<file path="config.mk">
export PLATFORM = sky130hd
export DESIGN_NAME = phta_lookup
export DESIGN_NICKNAME = d
export VERILOG_FILES = /design/src/rtl/phta_pkg.sv /design/src/rtl/phta_lookup.sv
export VERILOG_INCLUDE_DIRS = /design/src /design/src/rtl
export SDC_FILE = /design/constraint.sdc
export NUM_CORES = 2
export LEC_CHECK = 0
export ABC_AREA = 1
export BUFFER_PORTS_ARGS = -buffer_cell sky130_fd_sc_hd__clkbuf_2
export CAP_MARGIN = 15
export CORE_MARGIN = 2
export CORE_UTILIZATION = 45
export DETAILED_ROUTE_END_ITERATION = 10
export GPL_ROUTABILITY_DRIVEN = 0
export MAX_ROUTING_LAYER = met4
export SETUP_SLACK_MARGIN = 0.1
export SLEW_MARGIN = 30
export SYNTH_ARGS = -nofsm -noshare
export SYNTH_HDL_FRONTEND = slang
export SYNTH_SLANG_ARGS = --single-unit
</file>
<file path="constraint.sdc">
create_clock -name clk -period 14.8 [get_ports clk]
set_input_delay 0.74 -clock clk [delete_from_list [all_inputs] [get_ports clk]]
set_output_delay 0.74 -clock clk [all_outputs]
set_load 0.01 [all_outputs]
</file>
<file path="src/rtl/per_host_traffic_accounting_defines.svh">
// Assertion macros shared by the per-host traffic accounting RTL.
`ifndef PER_HOST_TRAFFIC_ACCOUNTING_DEFINES_SVH
`define PER_HOST_TRAFFIC_ACCOUNTING_DEFINES_SVH
`ifndef SYNTHESIS
`define PHTA_ASSERT_IMPL(name, clk, rst_n, ante, cons) \
	name: assert property (@(posedge clk) disable iff (!rst_n) (ante) |-> (cons)) \
		else $error("phta: assertion failed");
`define PHTA_ASSERT_NEXT(name, clk, rst_n, ante, cons) \
	name: assert property (@(posedge clk) disable iff (!rst_n) (ante) |=> (cons)) \
		else $error("phta: assertion failed");
`else
`define PHTA_ASSERT_IMPL(name, clk, rst_n, ante, cons)
`define PHTA_ASSERT_NEXT(name, clk, rst_n, ante, cons)
`endif
`endif

</file>
<file path="src/rtl/phta_pkg.sv">
// Shared types and constants of the per-host traffic accounting block.
package phta_pkg;
	localparam int ETYPE_W = 16;
	localparam int ADDR_W = 32;
	localparam int LEN_W = 16;
	localparam int PKT_W = 32;
	localparam int IDX_OUT_W = 7;
	localparam int OUT_BYTE_W = 48;

	localparam logic [ETYPE_W-1:0] IPV4_TYPE = 16'h0800;

	typedef struct packed {
		logic s_ok;
		logic s_new;
		logic d_ok;
		logic d_new;
	} lk_res_t;

	typedef enum logic [2:0] {
		LK_IDLE,
		LK_SCAN,
		LK_ALLOC_SRC,
		LK_ALLOC_DST,
		LK_DONE
	} lk_state_t;

	typedef enum logic [2:0] {
		CN_IDLE,
		CN_RD_SRC,
		CN_RD_DST,
		CN_CALC,
		CN_WR_SRC,
		CN_WR_DST
	} cn_state_t;

	typedef enum logic [2:0] {
		TOP_IDLE,
		TOP_LK_START,
		TOP_LK_WAIT,
		TOP_CN_WAIT,
		TOP_OUT_SRC,
		TOP_OUT_DST
	} top_state_t;
endpackage

</file>
<file path="src/rtl/phta_lookup.sv">
// Host address memory with sequential scan and slot allocation.
`include "per_host_traffic_accounting_defines.svh"
module phta_lookup #(
	parameter int TABLE_DEPTH = 128
) (
	input logic clk,
	input logic arst_n,
	input logic start,
	input logic [phta_pkg::ADDR_W-1:0] src,
	input logic [phta_pkg::ADDR_W-1:0] dst,
	output logic done,
	output phta_pkg::lk_res_t res,
	output logic [$clog2(TABLE_DEPTH)-1:0] s_slot,
	output logic [$clog2(TABLE_DEPTH)-1:0] d_slot
);
	import phta_pkg::*;

	localparam int SW = $clog2(TABLE_DEPTH);
	localparam int CW = $clog2(TABLE_DEPTH + 1);
	localparam logic [CW-1:0] FULL = CW'(TABLE_DEPTH);

	lk_state_t state_q, state_d;
	logic [ADDR_W-1:0] addr_mem [TABLE_DEPTH];
	logic [ADDR_W-1:0] rdata_s1;
	logic rd_vld_s1;
	logic [SW-1:0] rd_idx_s1;
	logic [CW-1:0] used_q, idx_q;
	logic s_hit_q, d_hit_q, s_ok_q, d_ok_q, s_new_q, d_new_q;
	logic [SW-1:0] s_slot_q, d_slot_q;
	logic room, issue, scan_end, same_addr;
	logic wr_en;
	logic [SW-1:0] wr_idx;
	logic [ADDR_W-1:0] wr_data;

	assign room = used_q != FULL;
	assign same_addr = src == dst;
	assign issue = (state_q == LK_SCAN) && (idx_q < used_q) && !(s_hit_q && d_hit_q);
	assign scan_end = (state_q == LK_SCAN) && !issue && !rd_vld_s1;

	always_comb begin
		state_d = state_q;
		case (state_q)
			LK_IDLE: begin
				if (start) begin
					state_d = LK_SCAN;
				end
			end
			LK_SCAN: begin
				if (scan_end) begin
					state_d = LK_ALLOC_SRC;
				end
			end
			LK_ALLOC_SRC: state_d = LK_ALLOC_DST;
			LK_ALLOC_DST: state_d = LK_DONE;
			LK_DONE: state_d = LK_IDLE;
			default: state_d = LK_IDLE;
		endcase
	end

	always_comb begin
		wr_en = 1'b0;
		wr_idx = used_q[SW-1:0];
		wr_data = src;
		done = 1'b0;
		case (state_q)
			LK_ALLOC_SRC: wr_en = !s_hit_q && room;
			LK_ALLOC_DST: begin
				wr_en = !d_hit_q && !(same_addr && s_ok_q) && room;
				wr_data = dst;
			end
			LK_DONE: done = 1'b1;
			default: wr_en = 1'b0;
		endcase
	end

	always_ff @(posedge clk) begin
		if (wr_en) begin
			addr_mem[wr_idx] <= wr_data;
		end
		if (issue) begin
			rdata_s1 <= addr_mem[idx_q[SW-1:0]];
		end
	end

	always_ff @(posedge clk or negedge arst_n) begin
		if (!arst_n) begin
			state_q <= LK_IDLE;
			used_q <= '0;
			idx_q <= '0;
			rd_vld_s1 <= 1'b0;
			rd_idx_s1 <= '0;
			s_hit_q <= 1'b0;
			d_hit_q <= 1'b0;
			s_ok_q <= 1'b0;
			d_ok_q <= 1'b0;
			s_new_q <= 1'b0;
			d_new_q <= 1'b0;
			s_slot_q <= '0;
			d_slot_q <= '0;
		end else begin
			state_q <= state_d;
			rd_vld_s1 <= issue;
			rd_idx_s1 <= idx_q[SW-1:0];
			if (issue) begin
				idx_q <= idx_q + CW'(1);
			end
			case (state_q)
				LK_IDLE: begin
					if (start) begin
						idx_q <= '0;
						s_hit_q <= 1'b0;
						d_hit_q <= 1'b0;
					end
				end
				LK_SCAN: begin
					if (rd_vld_s1 && rdata_s1 == src && !s_hit_q) begin
						s_hit_q <= 1'b1;
						s_slot_q <= rd_idx_s1;
					end
					if (rd_vld_s1 && rdata_s1 == dst && !d_hit_q) begin
						d_hit_q <= 1'b1;
						d_slot_q <= rd_idx_s1;
					end
				end
				LK_ALLOC_SRC: begin
					s_ok_q <= s_hit_q || room;
					s_new_q <= !s_hit_q;
					if (!s_hit_q) begin
						s_slot_q <= used_q[SW-1:0];
						if (room) begin
							used_q <= used_q + CW'(1);
						end
					end
				end
				LK_ALLOC_DST: begin
					if (d_hit_q) begin
						d_ok_q <= 1'b1;
						d_new_q <= 1'b0;
					end else if (same_addr && s_ok_q) begin
						d_ok_q <= 1'b1;
						d_new_q <= s_new_q;
						d_slot_q <= s_slot_q;
					end else begin
						d_ok_q <= room;
						d_new_q <= 1'b1;
						d_slot_q <= used_q[SW-1:0];
						if (room) begin
							used_q <= used_q + CW'(1);
						end
					end
				end
				default: begin
				end
			endcase
		end
	end

	assign res = '{s_ok: s_ok_q, s_new: s_new_q, d_ok: d_ok_q, d_new: d_new_q};
	assign s_slot = s_slot_q;
	assign d_slot = d_slot_q;

	`PHTA_ASSERT_NEXT(a_used_only_in_alloc, clk, arst_n, state_q != LK_ALLOC_SRC && state_q != LK_ALLOC_DST, $stable(used_q))
	`PHTA_ASSERT_IMPL(a_src_slot_allocated, clk, arst_n, state_q == LK_DONE && s_ok_q, CW'(s_slot_q) < used_q)
	`PHTA_ASSERT_IMPL(a_same_host_same_slot, clk, arst_n, state_q == LK_DONE && s_ok_q && same_addr, d_ok_q && d_slot_q == s_slot_q)
endmodule

</file>
==> metrics.txt <==
# TYPE chip_impl_metric gauge
chip_impl_metric{name="setup_slack",unit="ns"} 8.628
chip_impl_metric{name="timing.final.hold_violations",unit=""} 0
chip_impl_metric{name="syn-cell-area",unit="µm²"} 170400
chip_impl_metric{name="crit_buf_inv",unit=""} 4
chip_impl_info{name="critPathTopFamily",value="buffers and inverters"} 1
chip_impl_metric{name="drt_wl_total",unit="µm"} 556500
chip_impl_info{name="outcome",value="finished, final reports clean"} 1
chip_impl_metric{name="numPortBuffers",unit=""} 85
chip_impl_metric{name="num_vias",unit=""} 115500
chip_impl_metric{name="grt_first_pass_wirelength",unit="µm"} 785600
chip_impl_metric{name="cp_slowest_stage_delay",unit="ns"} 0.83
chip_impl_metric{name="clkSlewWorstSetupHoldPaths",unit="ns"} 0.06
chip_impl_metric{name="place_worst_setup_slack",unit="ns"} 8.838
chip_impl_metric{name="final.setup_skew",unit="ns"} 0.07670
chip_impl_info{name="worstSetupStartpointType",value="flop"} 1
chip_impl_metric{name="worst_slew_pin_slew",unit="ns"} 1.062
chip_impl_info{name="crit_path_top_delay_cell",value="sky130_fd_sc_hd__buf_4"} 1
chip_impl_metric{name="flow.area_growth_from_synthesis",unit="%"} 12.07
chip_impl_metric{name="ant_nets",unit=""} 0
chip_impl_metric{name="gr-usage-all-layers",unit=""} 0.2931
chip_impl_metric{name="wl_per_cell",unit="µm"} 27.91
chip_impl_metric{name="power_density",unit="nW/µm²"} 193.6
chip_impl_info{name="crit_path_cell_trace",value="inv_16 -> buf_4 -> buf_4 -> buf_4 -> nand2_1 -> nand3_1 -> nand3_1 -> nand2_1 -> a21oi_1 -> nand2_1 -> nand2_1 -> nor2_1 -> nor2_1 -> nor2_1"} 1
chip_impl_metric{name="synth_top_area_share",unit=""} 0.7274
chip_impl_metric{name="die_h",unit="µm"} 619.4
chip_impl_metric{name="fillers",unit=""} 32350
chip_impl_metric{name="worstPathRequired",unit="ns"} 15.64
chip_impl_metric{name="ys.warnings.count",unit=""} 0
chip_impl_info{name="crit_path_frequent_cell",value="sky130_fd_sc_hd__nand2_1"} 1
chip_impl_metric{name="synth_async_sr_flop_share",unit=""} 0.01126
chip_impl_metric{name="remaining_drc_errors",unit=""} 0
chip_impl_metric{name="drtIter0Drc",unit=""} 18000
chip_impl_metric{name="cts_max_path_buffers",unit=""} 4
chip_impl_metric{name="synth-edff-count",unit=""} 4128
chip_impl_metric{name="synthesized_nets",unit=""} 14680
chip_impl_info{name="endpoint_kind",value="flop"} 1
chip_impl_metric{name="achievable-frequency",unit="MHz"} 162.0
chip_impl_metric{name="layout.cells.non_filler",unit=""} 19940
chip_impl_info{name="root_cell_of_the_clock_tree",value="sky130_fd_sc_hd__clkbuf_16"} 1
chip_impl_metric{name="hold_ws",unit="ns"} 0.1816
chip_impl_metric{name="worst_slew_margin_rel",unit=""} 0.2895
chip_impl_metric{name="synth_area_per_cell",unit="µm²"} 11.67
chip_impl_metric{name="fin_nets",unit=""} 14650
chip_impl_info{name="min_path_type",value="in -> reg"} 1
chip_impl_metric{name="grt_max_degree",unit=""} 200
chip_impl_info{name="ys.flop_type",value="sky130_fd_sc_hd__edfxtp_1"} 1
chip_impl_info{name="tritoncts_clock_tree",value="built"} 1
chip_impl_metric{name="worst-endpoint-arrival",unit="ns"} 7.01
chip_impl_metric{name="first_pass_iters",unit=""} 8
chip_impl_metric{name="grt_antenna_before_repair",unit=""} 47
chip_impl_metric{name="cp_max_fo",unit=""} 199
chip_impl_metric{name="post_cts_setup_repair_buffer_count",unit=""} 0
chip_impl_metric{name="drive_above_1_share",unit=""} 0.08261
chip_impl_metric{name="viasPerCell",unit=""} 5.795
chip_impl_metric{name="setup-tns-final",unit="ns"} 0
chip_impl_info{name="timing_worst_setup_path_type",value="reg -> reg"} 1
chip_impl_metric{name="layout_worst_path_cycle_share",unit=""} 0.4171
chip_impl_metric{name="die_x",unit="µm"} 619.4
chip_impl_metric{name="max-cap-violations",unit=""} 0
chip_impl_metric{name="hpwl",unit="µm"} 309900
chip_impl_metric{name="placedCellCount",unit=""} 19140
chip_impl_metric{name="core.rowCount",unit=""} 225
chip_impl_metric{name="worst_skew_pair.late_latency",unit="ns"} 1.00
chip_impl_metric{name="tritoncts.num_buffers",unit=""} 422
chip_impl_metric{name="synth-seq-area-share",unit=""} 0.7343
chip_impl_metric{name="finalMaxSlewViolations",unit=""} 0
chip_impl_info{name="yosys.area.top_type",value="sky130_fd_sc_hd__edfxtp_1"} 1
chip_impl_metric{name="starting_density_of_the_core",unit=""} 0.4528
chip_impl_info{name="synth.most_common_cell",value="sky130_fd_sc_hd__edfxtp_1"} 1
chip_impl_metric{name="core_region_area",unit="µm²"} 376400
chip_impl_metric{name="setup_viol",unit=""} 0
chip_impl_info{name="synth_commonest_cells",value="sky130_fd_sc_hd__edfxtp_1 (4128), sky130_fd_sc_hd__nor2_1 (3484), sky130_fd_sc_hd__nand2_1 (2350)"} 1
chip_impl_metric{name="final_period_minus_worst_setup_slack",unit="ns"} 6.172
chip_impl_metric{name="die_area",unit="µm²"} 383600
chip_impl_metric{name="htree_num_levels",unit=""} 5
chip_impl_info{name="rsz0062_at_grt",value="no"} 1
chip_impl_info{name="netlist_top_cells_area",value="sky130_fd_sc_hd__edfxtp_1 (73%), sky130_fd_sc_hd__nor2_1 (7.7%), sky130_fd_sc_hd__nand2_1 (5.2%)"} 1
chip_impl_metric{name="leakagePower",unit="nW"} 65.60
chip_impl_metric{name="vdd.ir_drop.worst",unit="mV"} 0.1676
chip_impl_metric{name="yosys_register_bits",unit=""} 4175
chip_impl_metric{name="top_level_ports",unit=""} 86
chip_impl_metric{name="grt_overflow_total",unit=""} 0
chip_impl_metric{name="first_global_vias",unit=""} 105300
chip_impl_metric{name="syn_inst",unit=""} 14600
chip_impl_metric{name="synth.lib_cells_used.distinct",unit=""} 35
chip_impl_metric{name="tritoncts_num_sinks",unit=""} 4175
[cell type report]
cell class / instances / area (µm²) / share of cell area
Tap cell: 4994 / 6248 / 0.03272
Multi-Input combinational cell: 9203 / 41160 / 0.2155
Timing Repair Buffer: 440 / 3563 / 0.01866
Inverter: 328 / 1280 / 0.006702
Clock buffer: 518 / 10980 / 0.05751
Clock inverter: 261 / 2554 / 0.01337
Sequential cell: 4175 / 125200 / 0.6553
Antenna cell: 19 / 47.55 / 0.0002489
[worst reg2reg max path: stages, from the launching register on]
cell and delay (ns):
sky130_fd_sc_hd__dfrtp_4 0.73, sky130_fd_sc_hd__inv_16 0.71, sky130_fd_sc_hd__buf_4 0.85, sky130_fd_sc_hd__buf_4 0.69
sky130_fd_sc_hd__buf_4 0.87, sky130_fd_sc_hd__nand2_1 0.14, sky130_fd_sc_hd__nand3_1 0.12, sky130_fd_sc_hd__nand3_1 0.10
sky130_fd_sc_hd__nand2_1 0.14, sky130_fd_sc_hd__a21oi_1 0.06, sky130_fd_sc_hd__nand2_1 0.16, sky130_fd_sc_hd__nand2_1 0.07
sky130_fd_sc_hd__nor2_1 0.73, sky130_fd_sc_hd__nor2_1 0.48, sky130_fd_sc_hd__nor2_1 0.21
[final timing paths]
path                            from            to  slack, ns  cells after the start
setup / recovery            idx_q[0]  rdata_s1[28]       8.63                     14
hold / removal                 start    state_q[1]       0.18                      3
setup reg to reg            idx_q[0]  rdata_s1[28]       8.63                     14
hold reg to reg            d_slot[5]     d_slot[5]       0.49                      2
max in group asynchronous     arst_n      idx_q[4]      13.80                      3
min in group asynchronous     arst_n     d_slot[2]       0.38                      3
[power by group]
group	leakage, nW	switching (mW)	internal [mW]	total, mW
Combinational	21.2	9.07	2.70	11.8
Clock	6.61	4.62	6.00	10.6
Sequential	37.8	0.387	14.2	14.6
[cell usage in the layout, fill, tap and decap left out, types with 16 or more instances in the layout]
| master | Yosys | layout |
|---|---|---|
| sky130_fd_sc_hd__or2_2 | 16 | 16 |
| sky130_fd_sc_hd__o22ai_1 | 52 | 52 |
| sky130_fd_sc_hd__nor2_1 | 3484 | 3354 |
| sky130_fd_sc_hd__bufinv_16 | 0 | 41 |
| sky130_fd_sc_hd__edfxtp_1 | 4128 | 4128 |
| sky130_fd_sc_hd__buf_4 | 94 | 315 |
| sky130_fd_sc_hd__nand2_1 | 2350 | 2349 |
| sky130_fd_sc_hd__dfrtp_1 | 47 | 42 |
| sky130_fd_sc_hd__clkinv_2 | 0 | 80 |
| sky130_fd_sc_hd__clkbuf_16 | 0 | 425 |
| sky130_fd_sc_hd__nor2_4 | 1 | 132 |
| sky130_fd_sc_hd__diode_2 | 0 | 19 |
| sky130_fd_sc_hd__clkinv_1 | 5 | 107 |
| sky130_fd_sc_hd__clkbuf_1 | 358 | 93 |
| sky130_fd_sc_hd__o211ai_1 | 256 | 256 |
| sky130_fd_sc_hd__nand3_1 | 819 | 815 |
| sky130_fd_sc_hd__o21ai_0 | 1752 | 1720 |
| sky130_fd_sc_hd__inv_1 | 316 | 311 |
| sky130_fd_sc_hd__o21ai_1 | 199 | 199 |
| sky130_fd_sc_hd__o21ai_4 | 0 | 32 |
| sky130_fd_sc_hd__clkbuf_2 | 1 | 85 |
| sky130_fd_sc_hd__a21oi_1 | 203 | 203 |
| sky130_fd_sc_hd__buf_12 | 0 | 19 |
[layer usage]
layer | GRT usage | share of wire | vias to the layer above
met1 | 0.4051 | 0.40 | 56990
met4 | 0.1209 | 0.049 | 0
li1 | - | - | 50940
met5 | - | 0 | -
met3 | 0.05929 | 0.12 | 1024
met2 | 0.4243 | 0.44 | 6581
[per-stage QoR]
step,utilization,power [mW],cell area [µm²]
after floorplan,-,21.97,170400
after global placement,0.4703,26.21,177000
after detailed placement,0.4710,26.28,177300
after CTS,0.5070,36.75,190800
after global routing,0.5073,38.37,191000
final,0.5074,36.98,191000
[cells by family after synthesis]
logic type / share of synthesized area
flip-flops: 0.7343
AND/OR/NAND/NOR: 0.1544
AO/OA/AOI/OAI: 0.07669
adder cells (fa/ha/maj): 0.0007342
buffers and inverters: 0.03256
XOR/XNOR: 0.001336
[registers in the layout, summed over array words and instances (netlist names)]
name,count
d_ok_q,1
rdata_s1,32
s_ok_q,1
d_hit_q,1
addr_mem,4096
s_hit_q,1
idx_q,8
d_new_q,1
used_q,8
rd_vld_s1,1
d_slot,7
s_new_q,1
state_q,3
s_slot,7
rd_idx_s1,7
[what timing repair did]
| action | CTS | global route |
|---|---|---|
| hold endpoints to repair | 47 | 0 |
| resized for setup | 0 | 0 |
| hold buffers | 1 | 0 |
No activity file was read; power rests on OpenSTA's default activity.
